### src/csl_pkg.sv
// Package for the cache set LRU replacement core: types, codes and widths.
`default_nettype none
package csl_pkg;

    localparam int MAX_WAYS_DEF = 8;

    localparam int TAG_W       = 32;
    localparam int ACTION_W    = 2;
    localparam int XFER_W      = 2;
    localparam int WIU_W       = 4;
    localparam int CFG_INDEX_W = 8;
    localparam int CFG_DATA_W  = 4;

    localparam int IN_TDATA_W  = 40;
    localparam int OUT_TDATA_W = 8;

    // stream field positions
    localparam int IN_ACTION_LSB = 0;
    localparam int IN_TAG_LSB    = ACTION_W;
    localparam int OUT_HIT_LSB   = 0;
    localparam int OUT_XFER_LSB  = 1;
    localparam int OUT_PAD_W     = OUT_TDATA_W - 1 - XFER_W;

    localparam logic [WIU_W-1:0] WAYS_IN_USE_RST = 4'd8;

    localparam logic [CFG_INDEX_W-1:0] CFG_WAYS_IN_USE   = 8'd0;
    localparam logic [CFG_INDEX_W-1:0] CFG_WRITE_THROUGH = 8'd1;

    localparam logic [XFER_W-1:0] XFER_NONE  = 2'd0;
    localparam logic [XFER_W-1:0] XFER_FILL  = 2'd1;
    localparam logic [XFER_W-1:0] XFER_WBACK = 2'd2;

    typedef enum logic [ACTION_W-1:0] {
        ACT_LOOKUP = 2'd0,
        ACT_TOUCH  = 2'd1,
        ACT_ADD    = 2'd2,
        ACT_DIRTY  = 2'd3
    } t_action;

    typedef enum logic [1:0] {
        ST_IDLE   = 2'd0,
        ST_SEARCH = 2'd1,
        ST_UPDATE = 2'd2
    } t_state;

    typedef struct packed {
        logic capture;  // latch the incoming item
        logic search;   // register tag match, victim and free way
        logic commit;   // update the set and load the result register
    } t_dp_cmd;

    typedef struct packed {
        logic out_full; // result register holds an untaken result
    } t_dp_status;

endpackage
`default_nettype wire

### src/cache_set_lru_replacement_core.sv
// Top level of the cache set LRU replacement core: stream ports, controller and datapath.
//
// One set of a set-associative cache with least-recently-used replacement. Each input
// transfer carries an action (lookup, touch, add, mark dirty) and a 32-bit tag; each
// produces exactly one result transfer with the hit flag and, for an add that misses,
// the number of block transfers (1, or 2 when a dirty victim is written back). Every
// item passes an accept step, a search step for the parallel tag compare and victim
// and free-way selection across all ways, and an update step for tags, dirty marks,
// ages and the result register; the next item is accepted in the cycle after that
// update. The result register lets a new item start while a result waits; the update
// step stalls only if the previous result is still untaken. The configuration port is
// ready whenever reset is released; write it only while the core is idle. Register 0
// sets the ways in use (0 acts as 1, above MAX_WAYS acts as MAX_WAYS), register 1
// selects write-through.
`default_nettype none
module cache_set_lru_replacement_core #(
    parameter int MAX_WAYS = csl_pkg::MAX_WAYS_DEF
) (
    input  wire                                 i_clk,
    input  wire                                 i_rst_n,
    // tdata: [1:0] action, [33:2] tag, [39:34] zero
    input  wire                                 s_axis_tvalid,
    output logic                                s_axis_tready,
    input  wire [csl_pkg::IN_TDATA_W-1:0]       s_axis_tdata,
    // tdata: [0] hit, [2:1] transfer_count, [7:3] zero
    output logic                                m_axis_tvalid,
    input  wire                                 m_axis_tready,
    output logic [csl_pkg::OUT_TDATA_W-1:0]     m_axis_tdata,
    input  wire                                 i_cfg_valid,
    output logic                                o_cfg_ready,
    input  wire [csl_pkg::CFG_INDEX_W-1:0]      i_cfg_index,
    input  wire [csl_pkg::CFG_DATA_W-1:0]       i_cfg_data
);

    csl_pkg::t_dp_cmd            w_cmd;
    csl_pkg::t_dp_status         w_status;
    logic [csl_pkg::ACTION_W-1:0] w_action;
    logic [csl_pkg::TAG_W-1:0]   w_tag;
    logic                        w_out_hit;
    logic [csl_pkg::XFER_W-1:0]  w_out_xfer;

    assign w_action = s_axis_tdata[csl_pkg::IN_ACTION_LSB +: csl_pkg::ACTION_W];
    assign w_tag    = s_axis_tdata[csl_pkg::IN_TAG_LSB +: csl_pkg::TAG_W];

    assign o_cfg_ready  = i_rst_n;
    assign m_axis_tdata = {{csl_pkg::OUT_PAD_W{1'b0}}, w_out_xfer, w_out_hit};

    csl_ctrl u_ctrl (
        .i_clk       (i_clk),
        .i_rst_n     (i_rst_n),
        .i_in_valid  (s_axis_tvalid),
        .i_out_ready (m_axis_tready),
        .i_status    (w_status),
        .o_in_ready  (s_axis_tready),
        .o_cmd       (w_cmd)
    );

    csl_dpath #(
        .MAX_WAYS (MAX_WAYS)
    ) u_dpath (
        .i_clk       (i_clk),
        .i_rst_n     (i_rst_n),
        .i_cmd       (w_cmd),
        .o_status    (w_status),
        .i_action    (w_action),
        .i_tag       (w_tag),
        .i_cfg_valid (i_cfg_valid),
        .i_cfg_index (i_cfg_index),
        .i_cfg_data  (i_cfg_data),
        .i_out_ready (m_axis_tready),
        .o_out_valid (m_axis_tvalid),
        .o_out_hit   (w_out_hit),
        .o_out_xfer  (w_out_xfer)
    );

endmodule
`default_nettype wire

### src/csl_ctrl.sv
// Controller state machine of the cache set core: sequences capture, search and commit.
`default_nettype none
module csl_ctrl (
    input  wire                   i_clk,
    input  wire                   i_rst_n,
    input  wire                   i_in_valid,
    input  wire                   i_out_ready,
    input  csl_pkg::t_dp_status   i_status,
    output logic                  o_in_ready,
    output csl_pkg::t_dp_cmd      o_cmd
);

    csl_pkg::t_state r_state;
    csl_pkg::t_state n_state;

    always_ff @(posedge i_clk) begin
        if (!i_rst_n) begin
            r_state <= csl_pkg::ST_IDLE;
        end else begin
            r_state <= n_state;
        end
    end

    always_comb begin
        n_state    = r_state;
        o_in_ready = 1'b0;
        o_cmd      = '0;
        case (r_state)
            csl_pkg::ST_IDLE: begin
                // no transfer is taken while reset is held
                o_in_ready = i_rst_n;
                if (i_in_valid && i_rst_n) begin
                    o_cmd.capture = 1'b1;
                    n_state       = csl_pkg::ST_SEARCH;
                end
            end
            csl_pkg::ST_SEARCH: begin
                o_cmd.search = 1'b1;
                n_state      = csl_pkg::ST_UPDATE;
            end
            csl_pkg::ST_UPDATE: begin
                // hold until the result register is free or being emptied
                if (!i_status.out_full || i_out_ready) begin
                    o_cmd.commit = 1'b1;
                    n_state      = csl_pkg::ST_IDLE;
                end
            end
            default: begin
                n_state = csl_pkg::ST_IDLE;
            end
        endcase
    end

endmodule
`default_nettype wire

### src/csl_dpath.sv
// Datapath of the cache set core: way state, tag match, LRU ages, config and result register.
`default_nettype none
module csl_dpath #(
    parameter int MAX_WAYS = csl_pkg::MAX_WAYS_DEF
) (
    input  wire                                i_clk,
    input  wire                                i_rst_n,
    input  csl_pkg::t_dp_cmd                   i_cmd,
    output csl_pkg::t_dp_status                o_status,
    input  wire [csl_pkg::ACTION_W-1:0]        i_action,
    input  wire [csl_pkg::TAG_W-1:0]           i_tag,
    input  wire                                i_cfg_valid,
    input  wire [csl_pkg::CFG_INDEX_W-1:0]     i_cfg_index,
    input  wire [csl_pkg::CFG_DATA_W-1:0]      i_cfg_data,
    input  wire                                i_out_ready,
    output logic                               o_out_valid,
    output logic                               o_out_hit,
    output logic [csl_pkg::XFER_W-1:0]         o_out_xfer
);

    localparam int AW = (MAX_WAYS > 1) ? $clog2(MAX_WAYS) : 1;
    localparam int OW = $clog2(MAX_WAYS + 1);
    localparam int LW = (OW > csl_pkg::WIU_W) ? OW : csl_pkg::WIU_W;

    // configuration
    logic [csl_pkg::WIU_W-1:0] r_ways_in_use;
    logic                      r_write_through;

    always_ff @(posedge i_clk) begin
        if (!i_rst_n) begin
            r_ways_in_use   <= csl_pkg::WAYS_IN_USE_RST;
            r_write_through <= 1'b0;
        end else if (i_cfg_valid) begin
            if (i_cfg_index == csl_pkg::CFG_WAYS_IN_USE) begin
                r_ways_in_use <= i_cfg_data;
            end else if (i_cfg_index == csl_pkg::CFG_WRITE_THROUGH) begin
                r_write_through <= i_cfg_data[0];
            end
        end
    end

    // way state
    logic [csl_pkg::TAG_W-1:0] r_way_tag [MAX_WAYS];
    logic [MAX_WAYS-1:0]       r_way_valid;
    logic [MAX_WAYS-1:0]       r_way_dirty;
    logic [AW-1:0]             r_way_age [MAX_WAYS];
    logic [OW-1:0]             r_occ;

    logic [MAX_WAYS-1:0]       n_way_valid;
    logic [MAX_WAYS-1:0]       n_way_dirty;
    logic [AW-1:0]             n_way_age [MAX_WAYS];
    logic [OW-1:0]             n_occ;
    logic [MAX_WAYS-1:0]       w_slot_wr;

    // captured item and search results
    csl_pkg::t_action          r_action;
    logic [csl_pkg::TAG_W-1:0] r_tag;
    logic [MAX_WAYS-1:0]       r_hit_vec;
    logic [MAX_WAYS-1:0]       r_victim;
    logic [MAX_WAYS-1:0]       r_free;
    logic                      r_full;

    // result register
    logic                      r_out_valid;
    logic                      r_out_hit;
    logic [csl_pkg::XFER_W-1:0] r_out_xfer;
    logic                      n_out_hit;
    logic [csl_pkg::XFER_W-1:0] n_out_xfer;

    // search stage logic
    logic [MAX_WAYS-1:0] w_hit_vec;
    logic [MAX_WAYS-1:0] w_victim;
    logic [MAX_WAYS-1:0] w_invalid;
    logic [MAX_WAYS-1:0] w_free;
    logic [OW-1:0]       w_oldest_age;
    logic [LW-1:0]       w_wiu;
    logic [LW-1:0]       w_limit;
    logic                w_full;

    always_comb begin
        w_oldest_age = r_occ - OW'(1);
        for (int i = 0; i < MAX_WAYS; i++) begin
            w_hit_vec[i] = r_way_valid[i] && (r_way_tag[i] == r_tag);
            w_victim[i]  = r_way_valid[i] && (OW'(r_way_age[i]) == w_oldest_age);
        end
        w_invalid = ~r_way_valid;
        // lowest free way
        w_free    = w_invalid & (~w_invalid + MAX_WAYS'(1));
        w_wiu     = LW'(r_ways_in_use);
        if (w_wiu == '0) begin
            w_limit = LW'(1);
        end else if (w_wiu > LW'(MAX_WAYS)) begin
            w_limit = LW'(MAX_WAYS);
        end else begin
            w_limit = w_wiu;
        end
        w_full = LW'(r_occ) >= w_limit;
    end

    always_ff @(posedge i_clk) begin
        if (i_cmd.capture) begin
            r_action <= csl_pkg::t_action'(i_action);
            r_tag    <= i_tag;
        end
        if (i_cmd.search) begin
            r_hit_vec <= w_hit_vec;
            r_victim  <= w_victim;
            r_free    <= w_free;
            r_full    <= w_full;
        end
    end

    // commit stage logic
    logic [AW-1:0]       w_hit_age;
    logic                w_hit;
    logic [MAX_WAYS-1:0] w_slot;

    always_comb begin
        w_hit     = |r_hit_vec;
        w_hit_age = '0;
        for (int i = 0; i < MAX_WAYS; i++) begin
            w_hit_age = w_hit_age | (r_way_age[i] & {AW{r_hit_vec[i]}});
        end
        w_slot = r_full ? r_victim : r_free;

        n_way_valid = r_way_valid;
        n_way_dirty = r_way_dirty;
        n_occ       = r_occ;
        w_slot_wr   = '0;
        n_out_hit   = w_hit;
        n_out_xfer  = csl_pkg::XFER_NONE;
        for (int i = 0; i < MAX_WAYS; i++) begin
            n_way_age[i] = r_way_age[i];
        end

        case (r_action)
            csl_pkg::ACT_TOUCH, csl_pkg::ACT_ADD: begin
                if (w_hit) begin
                    for (int i = 0; i < MAX_WAYS; i++) begin
                        if (r_hit_vec[i]) begin
                            n_way_age[i] = '0;
                        end else if (r_way_valid[i] && (r_way_age[i] < w_hit_age)) begin
                            n_way_age[i] = r_way_age[i] + AW'(1);
                        end
                    end
                end else if (r_action == csl_pkg::ACT_ADD) begin
                    if (r_full && |(r_victim & r_way_dirty) && !r_write_through) begin
                        n_out_xfer = csl_pkg::XFER_WBACK;
                    end else begin
                        n_out_xfer = csl_pkg::XFER_FILL;
                    end
                    w_slot_wr = w_slot;
                    for (int i = 0; i < MAX_WAYS; i++) begin
                        if (w_slot[i]) begin
                            n_way_valid[i] = 1'b1;
                            n_way_dirty[i] = 1'b0;
                            n_way_age[i]   = '0;
                        end else if (r_way_valid[i]) begin
                            n_way_age[i] = r_way_age[i] + AW'(1);
                        end
                    end
                    // an eviction reuses the victim's way, so occupancy holds
                    if (!r_full) begin
                        n_occ = r_occ + OW'(1);
                    end
                end
            end
            csl_pkg::ACT_DIRTY: begin
                n_way_dirty = r_way_dirty | r_hit_vec;
            end
            default: begin
                n_way_valid = r_way_valid;
            end
        endcase
    end

    always_ff @(posedge i_clk) begin
        if (!i_rst_n) begin
            r_way_valid <= '0;
            r_way_dirty <= '0;
            r_occ       <= '0;
            for (int i = 0; i < MAX_WAYS; i++) begin
                r_way_age[i] <= '0;
            end
        end else if (i_cmd.commit) begin
            r_way_valid <= n_way_valid;
            r_way_dirty <= n_way_dirty;
            r_occ       <= n_occ;
            for (int i = 0; i < MAX_WAYS; i++) begin
                r_way_age[i] <= n_way_age[i];
            end
        end
    end

    always_ff @(posedge i_clk) begin
        for (int i = 0; i < MAX_WAYS; i++) begin
            if (i_cmd.commit && w_slot_wr[i]) begin
                r_way_tag[i] <= r_tag;
            end
        end
    end

    always_ff @(posedge i_clk) begin
        if (!i_rst_n) begin
            r_out_valid <= 1'b0;
        end else if (i_cmd.commit) begin
            r_out_valid <= 1'b1;
        end else if (i_out_ready) begin
            r_out_valid <= 1'b0;
        end
    end

    always_ff @(posedge i_clk) begin
        if (i_cmd.commit) begin
            r_out_hit  <= n_out_hit;
            r_out_xfer <= n_out_xfer;
        end
    end

    assign o_status.out_full = r_out_valid;
    assign o_out_valid       = r_out_valid;
    assign o_out_hit         = r_out_hit;
    assign o_out_xfer        = r_out_xfer;

endmodule
`default_nettype wire
### config.mk
export PLATFORM = sky130hd
export DESIGN_NAME = cache_set_lru_replacement_core
export DESIGN_NICKNAME = d
export VERILOG_FILES = /design/src/csl_pkg.sv /design/src/cache_set_lru_replacement_core.sv /design/src/csl_ctrl.sv /design/src/csl_dpath.sv
export SDC_FILE = /design/constraint.sdc
export NUM_CORES = 1
export LEC_CHECK = 0
export ABC_AREA = 1
export BUFFER_PORTS_ARGS = -buffer_cell sky130_fd_sc_hd__clkbuf_2
export CORE_ASPECT_RATIO = 0.5
export CORE_UTILIZATION = 25
export CTS_CLUSTER_DIAMETER = 30
export CTS_CLUSTER_SIZE = 8
export DETAILED_ROUTE_END_ITERATION = 8
export GPL_TIMING_DRIVEN = 0
export SYNTH_ARGS = -nofsm -noshare
export SYNTH_HDL_FRONTEND = slang
export SYNTH_SLANG_ARGS = --single-unit
### constraint.sdc
create_clock -name i_clk -period 3.1 [get_ports i_clk]
set_input_delay 0.155 -clock i_clk [delete_from_list [all_inputs] [get_ports i_clk]]
set_output_delay 0.155 -clock i_clk [all_outputs]
set_load 0.005 [all_outputs]
==> results.yml, run 1 <==
route:
  drtIter0Drc: 1384
  wl_met1_um: 23600
  drcViolationCount: 0
  drt_pass1_iterations: 5
  vias_per_cell: 4.73
  wl_per_cell_um: 19.9
  top_layer_used: "met4"
  vias: 13000
  ant_nets: 0
  wl_met2_um: 25300
  wl_met3_um: 4120
  drt-total-wl_um: 54800
place:
  routabilityCongestion: 0.939
  numPortBuffers: 55
  place_ws_ns: -0.101
  dpl_cell_area_um2: 18700
  place_hpwl_um: 38500
timing:
  setup_ws_ns: 0.194
  finalSetupViolCount: 0
  fin_crit_sh_pct: 93.7
  drv_slew: 0
  hold_slack_ns: 0.0683
  fmax_mhz: 344
  hold_viol_final: 0
  rsz0062_at_grt: "false"
  worst_slew_pin_slew_ns: 0.905
  period_minus_slack_ns: 2.91
  fin_tns_setup_ns: 0
  fin_skew_ns: 0.0307
  slew_headroom_pct: 39.5
yosys:
  async_reset_ff_share_pct: 0
  syn_inst: 1613
  synth_area_um2: 17000
  syn_area_per_cell_um2: 10.6
  seq_area_frac_synth_pct: 63.6
  synth_warnings: 0
  synthFlopType: "edfxtp_1"
  synth_edf_count: 342
  ys_seq_elements: 370
  ys_types: 45
clocking:
  cts_root_buffer: "clkbuf_16"
  clock_sinks: 370
  clock_latency_ns: 0.59
  htreeDepth: 3
  max-clock-path-buffers: 3
  cts_tree: "yes"
  path_clk_slew_ns: 0.05
  numCtsBuffers: 73
run_status:
  status: "finished, final reports clean"
power:
  switching_share_pct: 22.6
  power_density_nw_per_um2: 624
  pwr-share-clk_pct: 54.0
  max-vdd-ir-drop_mv: 0.371
  combPwrFrac_pct: 4.2
  p_int_uw: 10400
  p_seq_share_pct: 41.9
  leakagePower_uw: 0.00803
  switchingPower_uw: 3040
cells_and_area:
  syn_to_final_growth_pct: 26.5
  fin_nets: 1883
  diodes: 0
  fin_area_um2: 21500
  fillers: 6753
  drive_gt1_share_pct: 14.1
worst_setup_path:
  worst_path_most_repeated_cell: "nor2_1"
  critPathSlowestCell: "edfxtp_1"
  r2r-start: "u_dpath.r_tag[21]$_DFFE_PP_"
  cp_cell_sequence: "inv_1 > buf_2 > o22ai_1 > nor2_1 > nand3_1 > nor2_1 > nand3_1 > nor2_1"
  r2r-end: "u_dpath.r_hit_vec[2]$_DFFE_PN_"
  critPathMaxStageDelay_ns: 0.63
  rr_worst_depth: 8
  cp-end-kind: "flop"
  reg2reg_slack_ns: 0.19
  worstSetupPathType: "reg -> reg"
  crit_fanout: 10
  cp.required_ns: 3.50
  cp-start-kind: "flop"
  critPathArrivalTime_ns: 3.30
floorplanning:
  die_height_um: 187
  fp.dieW_um: 371
  design.die.area_um2: 69200
  io_pins: 68
  initial_core_util_pct: 25.4
  core_area_um2: 67100
  num_rows: 67
grt:
  grtUsageTotal_pct: 15.8
  grt_pass1_vias: 12500
  grt_max_degree: 29
  grt-ovfl-total: 0
  grt_pass1_wl_um: 80600
  grt_antenna_before_repair: 0
worst_hold_path:
  hold_path_class: "in -> reg"
  min_path_cells: 4
  hold_end: "u_dpath.r_ways_in_use[3]$_SDFFE_PN1P_"
  min_from: "i_cfg_valid"
flow_run:
  cap_violations: 0
how the worst max path moves through the flow:
stage,from,to,slack [ns],cells past startpoint
after global routing,u_dpath.r_tag[29]$_DFFE_PP_,u_dpath.r_hit_vec[2]$_DFFE_PN_,0.27,8
after floorplan,u_dpath.r_hit_vec[5]$_DFFE_PN_,u_dpath.r_way_tag[0][0]$_DFFE_PP_,0.08,6
after CTS,u_dpath.r_hit_vec[3]$_DFFE_PN_,u_dpath.r_way_tag[2][49]$_DFFE_PP_,0.13,7
after global placement,u_dpath.r_hit_vec[3]$_DFFE_PN_,u_dpath.r_way_tag[0][60]$_DFFE_PP_,-1.45,6
after detailed placement,u_dpath.r_hit_vec[3]$_DFFE_PN_,u_dpath.r_way_tag[3][10]$_DFFE_PP_,-0.10,7
final,u_dpath.r_tag[21]$_DFFE_PP_,u_dpath.r_hit_vec[2]$_DFFE_PN_,0.19,8
worst max-delay path, delay by kind of cell (launching register included):
family | cells | cell delay, ns
AO/OA/AOI/OAI | 1 | 0.18
buffers and inverters | 2 | 0.74
flip-flops | 1 | 0.63
AND/OR/NAND/NOR | 5 | 1.17
through the flow:
step | power [uW] | utilization (%) | std cells
final | 13400 | 32.1 | 2750
after global routing | 13900 | 32.1 | 2750
after CTS | 13500 | 32.1 | 2750
after detailed placement | 6230 | 27.9 | 2579
after global placement | 6210 | 27.5 | 2569
after floorplan | 5970 | - | 1617
cell usage in the layout, fill, tap and decap left out, types with 6 or more instances in the layout:
cell type      Yosys  final
nand2_1          382    382
nor3_1            33     33
a221oi_1           7      7
clkbuf_2           1     56
clkinv_2           0     14
ha_1              17     17
nand4_1           32     32
o21ai_0           92     92
nor2_4             1     10
buf_12             0     10
nor2_1           161    151
xor2_1            54     54
nand3_1           68     67
edfxtp_1         342    342
buf_4             13     15
clkinvlp_4         0      7
dfxtp_1           28     28
a211oi_2           6      6
o22ai_1           41     41
clkinv_1           4     10
xnor2_1           40     40
clkbuf_16          0     73
inv_1            143    143
o221ai_1          12     12
dlygate4sd3_1      0     46
buf_2             32     32
a22o_1             7      7
clkbuf_1           5     13
a21oi_1           51     51
cell type report:
class	instances	area [um^2]	share of cell area (%)
multi-input cells	1042	5410	25.1
clock inverters	38	388	1.80
flip-flops and latches	370	10800	50.3
clock buffers	81	1860	8.62
inverters	151	567	2.63
repair buffers	117	1060	4.92
plain buffers	54	308	1.43
well taps	897	1120	5.21
state kept, by name (all words and copies together), names as in the netlist, 2 cells and up:
| name | flops |
|---|---|
| u_dpath.r_free | 8 |
| u_dpath.r_hit_vec | 8 |
| u_dpath.r_way_tag | 256 |
| u_dpath.r_occ | 4 |
| u_dpath.r_way_dirty | 8 |
| u_ctrl.r_state | 2 |
| u_dpath.r_victim | 8 |
| u_dpath.r_action | 2 |
| u_dpath.r_way_valid | 8 |
| u_dpath.r_ways_in_use | 4 |
| u_dpath.r_way_age | 24 |
| u_dpath.r_tag | 32 |
| u_dpath.o_out_xfer | 2 |
Yosys cell counts, types with 12 or more instances:
library cell,count,area [um^2]
xor2_1,54,473
o221ai_1,12,105
o21ai_0,92,460
a21oi_1,51,255
buf_4,13,97.6
nand2_1,382,1430
nor2_1,161,604
ha_1,17,213
o22ai_1,41,257
inv_1,143,537
nor3_1,33,165
nand4_1,32,200
xnor2_1,40,350
edfxtp_1,342,10300
buf_2,32,160
dfxtp_1,28,561
nand3_1,68,340
routing by layer:
layer / track usage (%) / vias up
met2: 25.0 / 584
li1: - / 5982
met5: 0 / -
met4: 6.08 / 0
met1: 21.4 / 6338
met3: 3.05 / 104
timing repair:
action | CTS | global route
setup endpoints to repair | 53 | 106
hold buffers | 46 | 0
pin swaps | 3 | 0
hold endpoints to repair | 42 | 0
setup buffers | 6 | 0
gates resized for setup | 0 | 1
power by group through the flow:
| stage | Combinational (uW) | Clock, uW | Sequential (uW) |
|---|---|---|---|
| finish | 563 | 7250 | 5630 |
| global route | 620 | 7620 | 5630 |
| CTS | 561 | 7360 | 5620 |
| detailed placement | 517 | 0 | 5710 |
| global placement | 499 | 0 | 5710 |
| floorplan | 323 | 0 | 5650 |
logic make-up (layout without fill, tap and decap cells):
group,after synthesis,after routing,synth area share (%)
xor+xnor,95,95,4.93
compound gates,230,230,8.07
flops,370,370,63.6
simple gates,695,695,17.0
buf+inv,205,441,5.14
fa+ha+maj,17,17,1.25
other cells,1,5,0.0220
(Power assumes the default switching activity.)
==> inputs of run 2 (changes only) <==
--- a/config.mk
+++ b/config.mk
@@ -13,6 +13,8 @@
 export CTS_CLUSTER_SIZE = 8
 export DETAILED_ROUTE_END_ITERATION = 8
 export GPL_TIMING_DRIVEN = 0
+export RECOVER_POWER = 100
 export SYNTH_ARGS = -nofsm -noshare
 export SYNTH_HDL_FRONTEND = slang
+export SYNTH_HIERARCHICAL = 1
 export SYNTH_SLANG_ARGS = --single-unit
==> results.yml, run 2 <==
worst_setup_path:
  reg2reg_slack_ns: 0.14
  crit_cells: 7
  cp.required_ns: 3.54
  worstSetupStartpoint: "u_dpath/r_tag[21]$_DFFE_PP_"
  cp-end-kind: "flop"
  r2r-start: "u_dpath/r_tag[21]$_DFFE_PP_"
  worstSetupPathType: "reg -> reg"
  cp-endpoint: "u_dpath/r_hit_vec[0]$_DFFE_PP_"
  rr_worst_depth: 7
  crit_fanout: 10
  cpLargestDelayFamily: "simple AND/OR/NAND/NOR gates"
  cp_cell_sequence: "inv_1 > clkbuf_1 > nand2_1 > o211ai_1 > nor3_1 > nand3_1 > nor2_1"
  r2r-end: "u_dpath/r_hit_vec[0]$_DFFE_PP_"
  worst-path-buf-inv: 2
  critPathArrivalTime_ns: 3.40
  critPathSlowestCell: "edfxtp_1"
  critPathMaxStageDelay_ns: 0.60
  cp-start-kind: "flop"
yosys:
  synth_top_area_share_pct: 60.7
  ys_seq_elements: 370
  ys_types: 44
  synthTopCellsByArea: "edfxtp_1, nand2_1, nor2_1"
  synth_area_um2: 16900
  syn_area_per_cell_um2: 10.8
  syn_inst: 1573
  synthTopCellsByCount: "nand2_1, edfxtp_1, nor2_1"
  async_reset_ff_share_pct: 0
  synth_edf_count: 342
  synth_warnings: 6
  seq_area_frac_synth_pct: 64.0
  synth_top_area_cell: "edfxtp_1"
  synthFlopType: "edfxtp_1"
  synth_most_common_cell: "nand2_1"
clocking:
  clock_sinks: 370
  htreeDepth: 3
  numCtsBuffers: 83
  clock_latency_ns: 0.62
  cts_tree: "yes"
  postCtsSetupBuffers: 0
  max-clock-path-buffers: 3
  path_clk_slew_ns: 0.05
  cts_root_buffer: "clkbuf_16"
place:
  post-place-cells: 2519
  routabilityCongestion: 0.947
  numPortBuffers: 56
  place_hpwl_um: 35600
worst_hold_path:
  hold_path_class: "in -> reg"
  min_from: "i_cfg_index[2]"
timing:
  period_minus_slack_ns: 2.96
  fmax_mhz: 338
  finalSetupViolCount: 0
  fin_skew_ns: 0.0339
  slew_headroom_pct: -25.0
  worst_slew_pin_slew_ns: 1.87
  hold_viol_final: 0
  hold_slack_ns: 0.0515
  rsz0062_at_grt: "false"
  drv_slew: 19
  fin_crit_sh_pct: 95.4
cells_and_area:
  fin_nets: 1842
  top_register: "u_dpath/r_way_tag"
  final_cell_mix: "nand2_1, edfxtp_1, nor2_1"
  largest_reg_flops: 256
  drive_gt1_share_pct: 13.6
  final_cells: 2715
  final_common_cell: "nand2_1"
  syn_to_final_growth_pct: 27.6
  diodes: 0
  reg.largest.list: "u_dpath/r_way_tag (256), u_dpath/r_tag (32), u_dpath/r_way_age (24)"
route:
  vias: 12700
  drt-total-wl_um: 52000
  drtIter0Drc: 1408
  wl_per_cell_um: 19.1
  drcViolationCount: 0
  ant_nets: 0
  drt_pass1_iterations: 5
  vias_per_cell: 4.66
grt:
  grt_pass1_wl_um: 75900
  grt_pass1_vias: 12100
  grtUsageTotal_pct: 15.0
  grt_max_degree: 33
  grt_antenna_before_repair: 0
  grt-ovfl-total: 0
power:
  max-vdd-ir-drop_mv: 0.339
  leakagePower_uw: 0.00812
  power_density_nw_per_um2: 681
flow_run:
  cap_violations: 1
floorplanning:
  num_rows: 66
  fp.dieW_um: 370
  die_height_um: 186
  design.die.area_um2: 68800
  core_area_um2: 65900
  initial_core_util_pct: 25.7
  io_pins: 68
run_status:
  violations: "capacitance limit, slew limit"
  status: "complete, but fails checks"
==> run 2: timing repair <==
| item | 4_1_cts | 5_1_grt |
|---|---|---|
| endpoints found under the hold margin | 42 | 0 |
| setup endpoints to repair | 34 | 169 |
| hold buffers | 48 | 0 |
| gates cloned | 0 | 0 |
| gates resized for setup | 2 | 6 |
==> run 2: cell type report <==
| cell class | instances | area, um^2 |
|---|---|---|
| timing repair buffer | 106 | 801 |
| clock buffer | 97 | 2150 |
| tap | 884 | 1110 |
| sequential | 370 | 10800 |
| buffer | 50 | 272 |
| multi-input combinational | 1004 | 5230 |
| inverter | 153 | 574 |
| clock inverter | 51 | 626 |
| fill | 6561 | 44300 |
==> run 2: cell families after synthesis <==
family / after synthesis / share of synthesized area [%]
simple gates: 659 / 16.4
flops: 370 / 64.0
compound gates: 216 / 7.60
buf+inv: 203 / 5.10
xor+xnor: 107 / 5.58
fa+ha+maj: 17 / 1.26
other cells: 1 / 0.0222
==> run 2: worst min-delay path, stage by stage <==
cell	delay, ns
clkbuf_2	0.08
nor2_1	0.04
nand3_1	0.09
nor2_1	0.05
o21ai_0	0.14
nor2_1	0.05
==> run 2: metrics by stage <==
step                power, uW  util (%)  setup WS [ns]  setup TNS, ns  area (um^2)
floorplan                5970         -          0.511              0        16900
CTS                     14800      32.8         0.0316              0        21600
global route            15100      32.8          0.167              0        21600
global placement         6200      27.8         -0.590        -116.49        18300
detailed placement       6210      27.9       -0.00755         -0.191        18400
finish                  14700      32.8          0.142              0        21600
==> run 2: power by group <==
part           switching [uW]  total [uW]  internal [uW]
Combinational             355         553            198
Sequential                108        5620           5510
Clock                    2870        8530           5660
==> run 2: per-layer routing <==
layer,vias up,GRT usage (%),routed length (um)
met5,-,0,0
met4,0,6.21,1820
met3,104,3.34,4390
met2,605,25.0,24400
met1,6100,18.9,21400
li1,5855,-,-
==> run 2: how the worst min path moves through the flow <==
stage                                           end  depth (start not counted)
4_1_cts        u_dpath/r_write_through$_SDFFE_PN0P_                          6
3_5_place_dp            u_dpath/r_tag[17]$_DFFE_PP_                          1
6_report       u_dpath/r_write_through$_SDFFE_PN0P_                          6
3_3_place_gp            u_dpath/r_tag[13]$_DFFE_PP_                          1
5_1_grt        u_dpath/r_write_through$_SDFFE_PN0P_                          6
2_1_floorplan         u_dpath/r_action[0]$_DFFE_PP_                          0
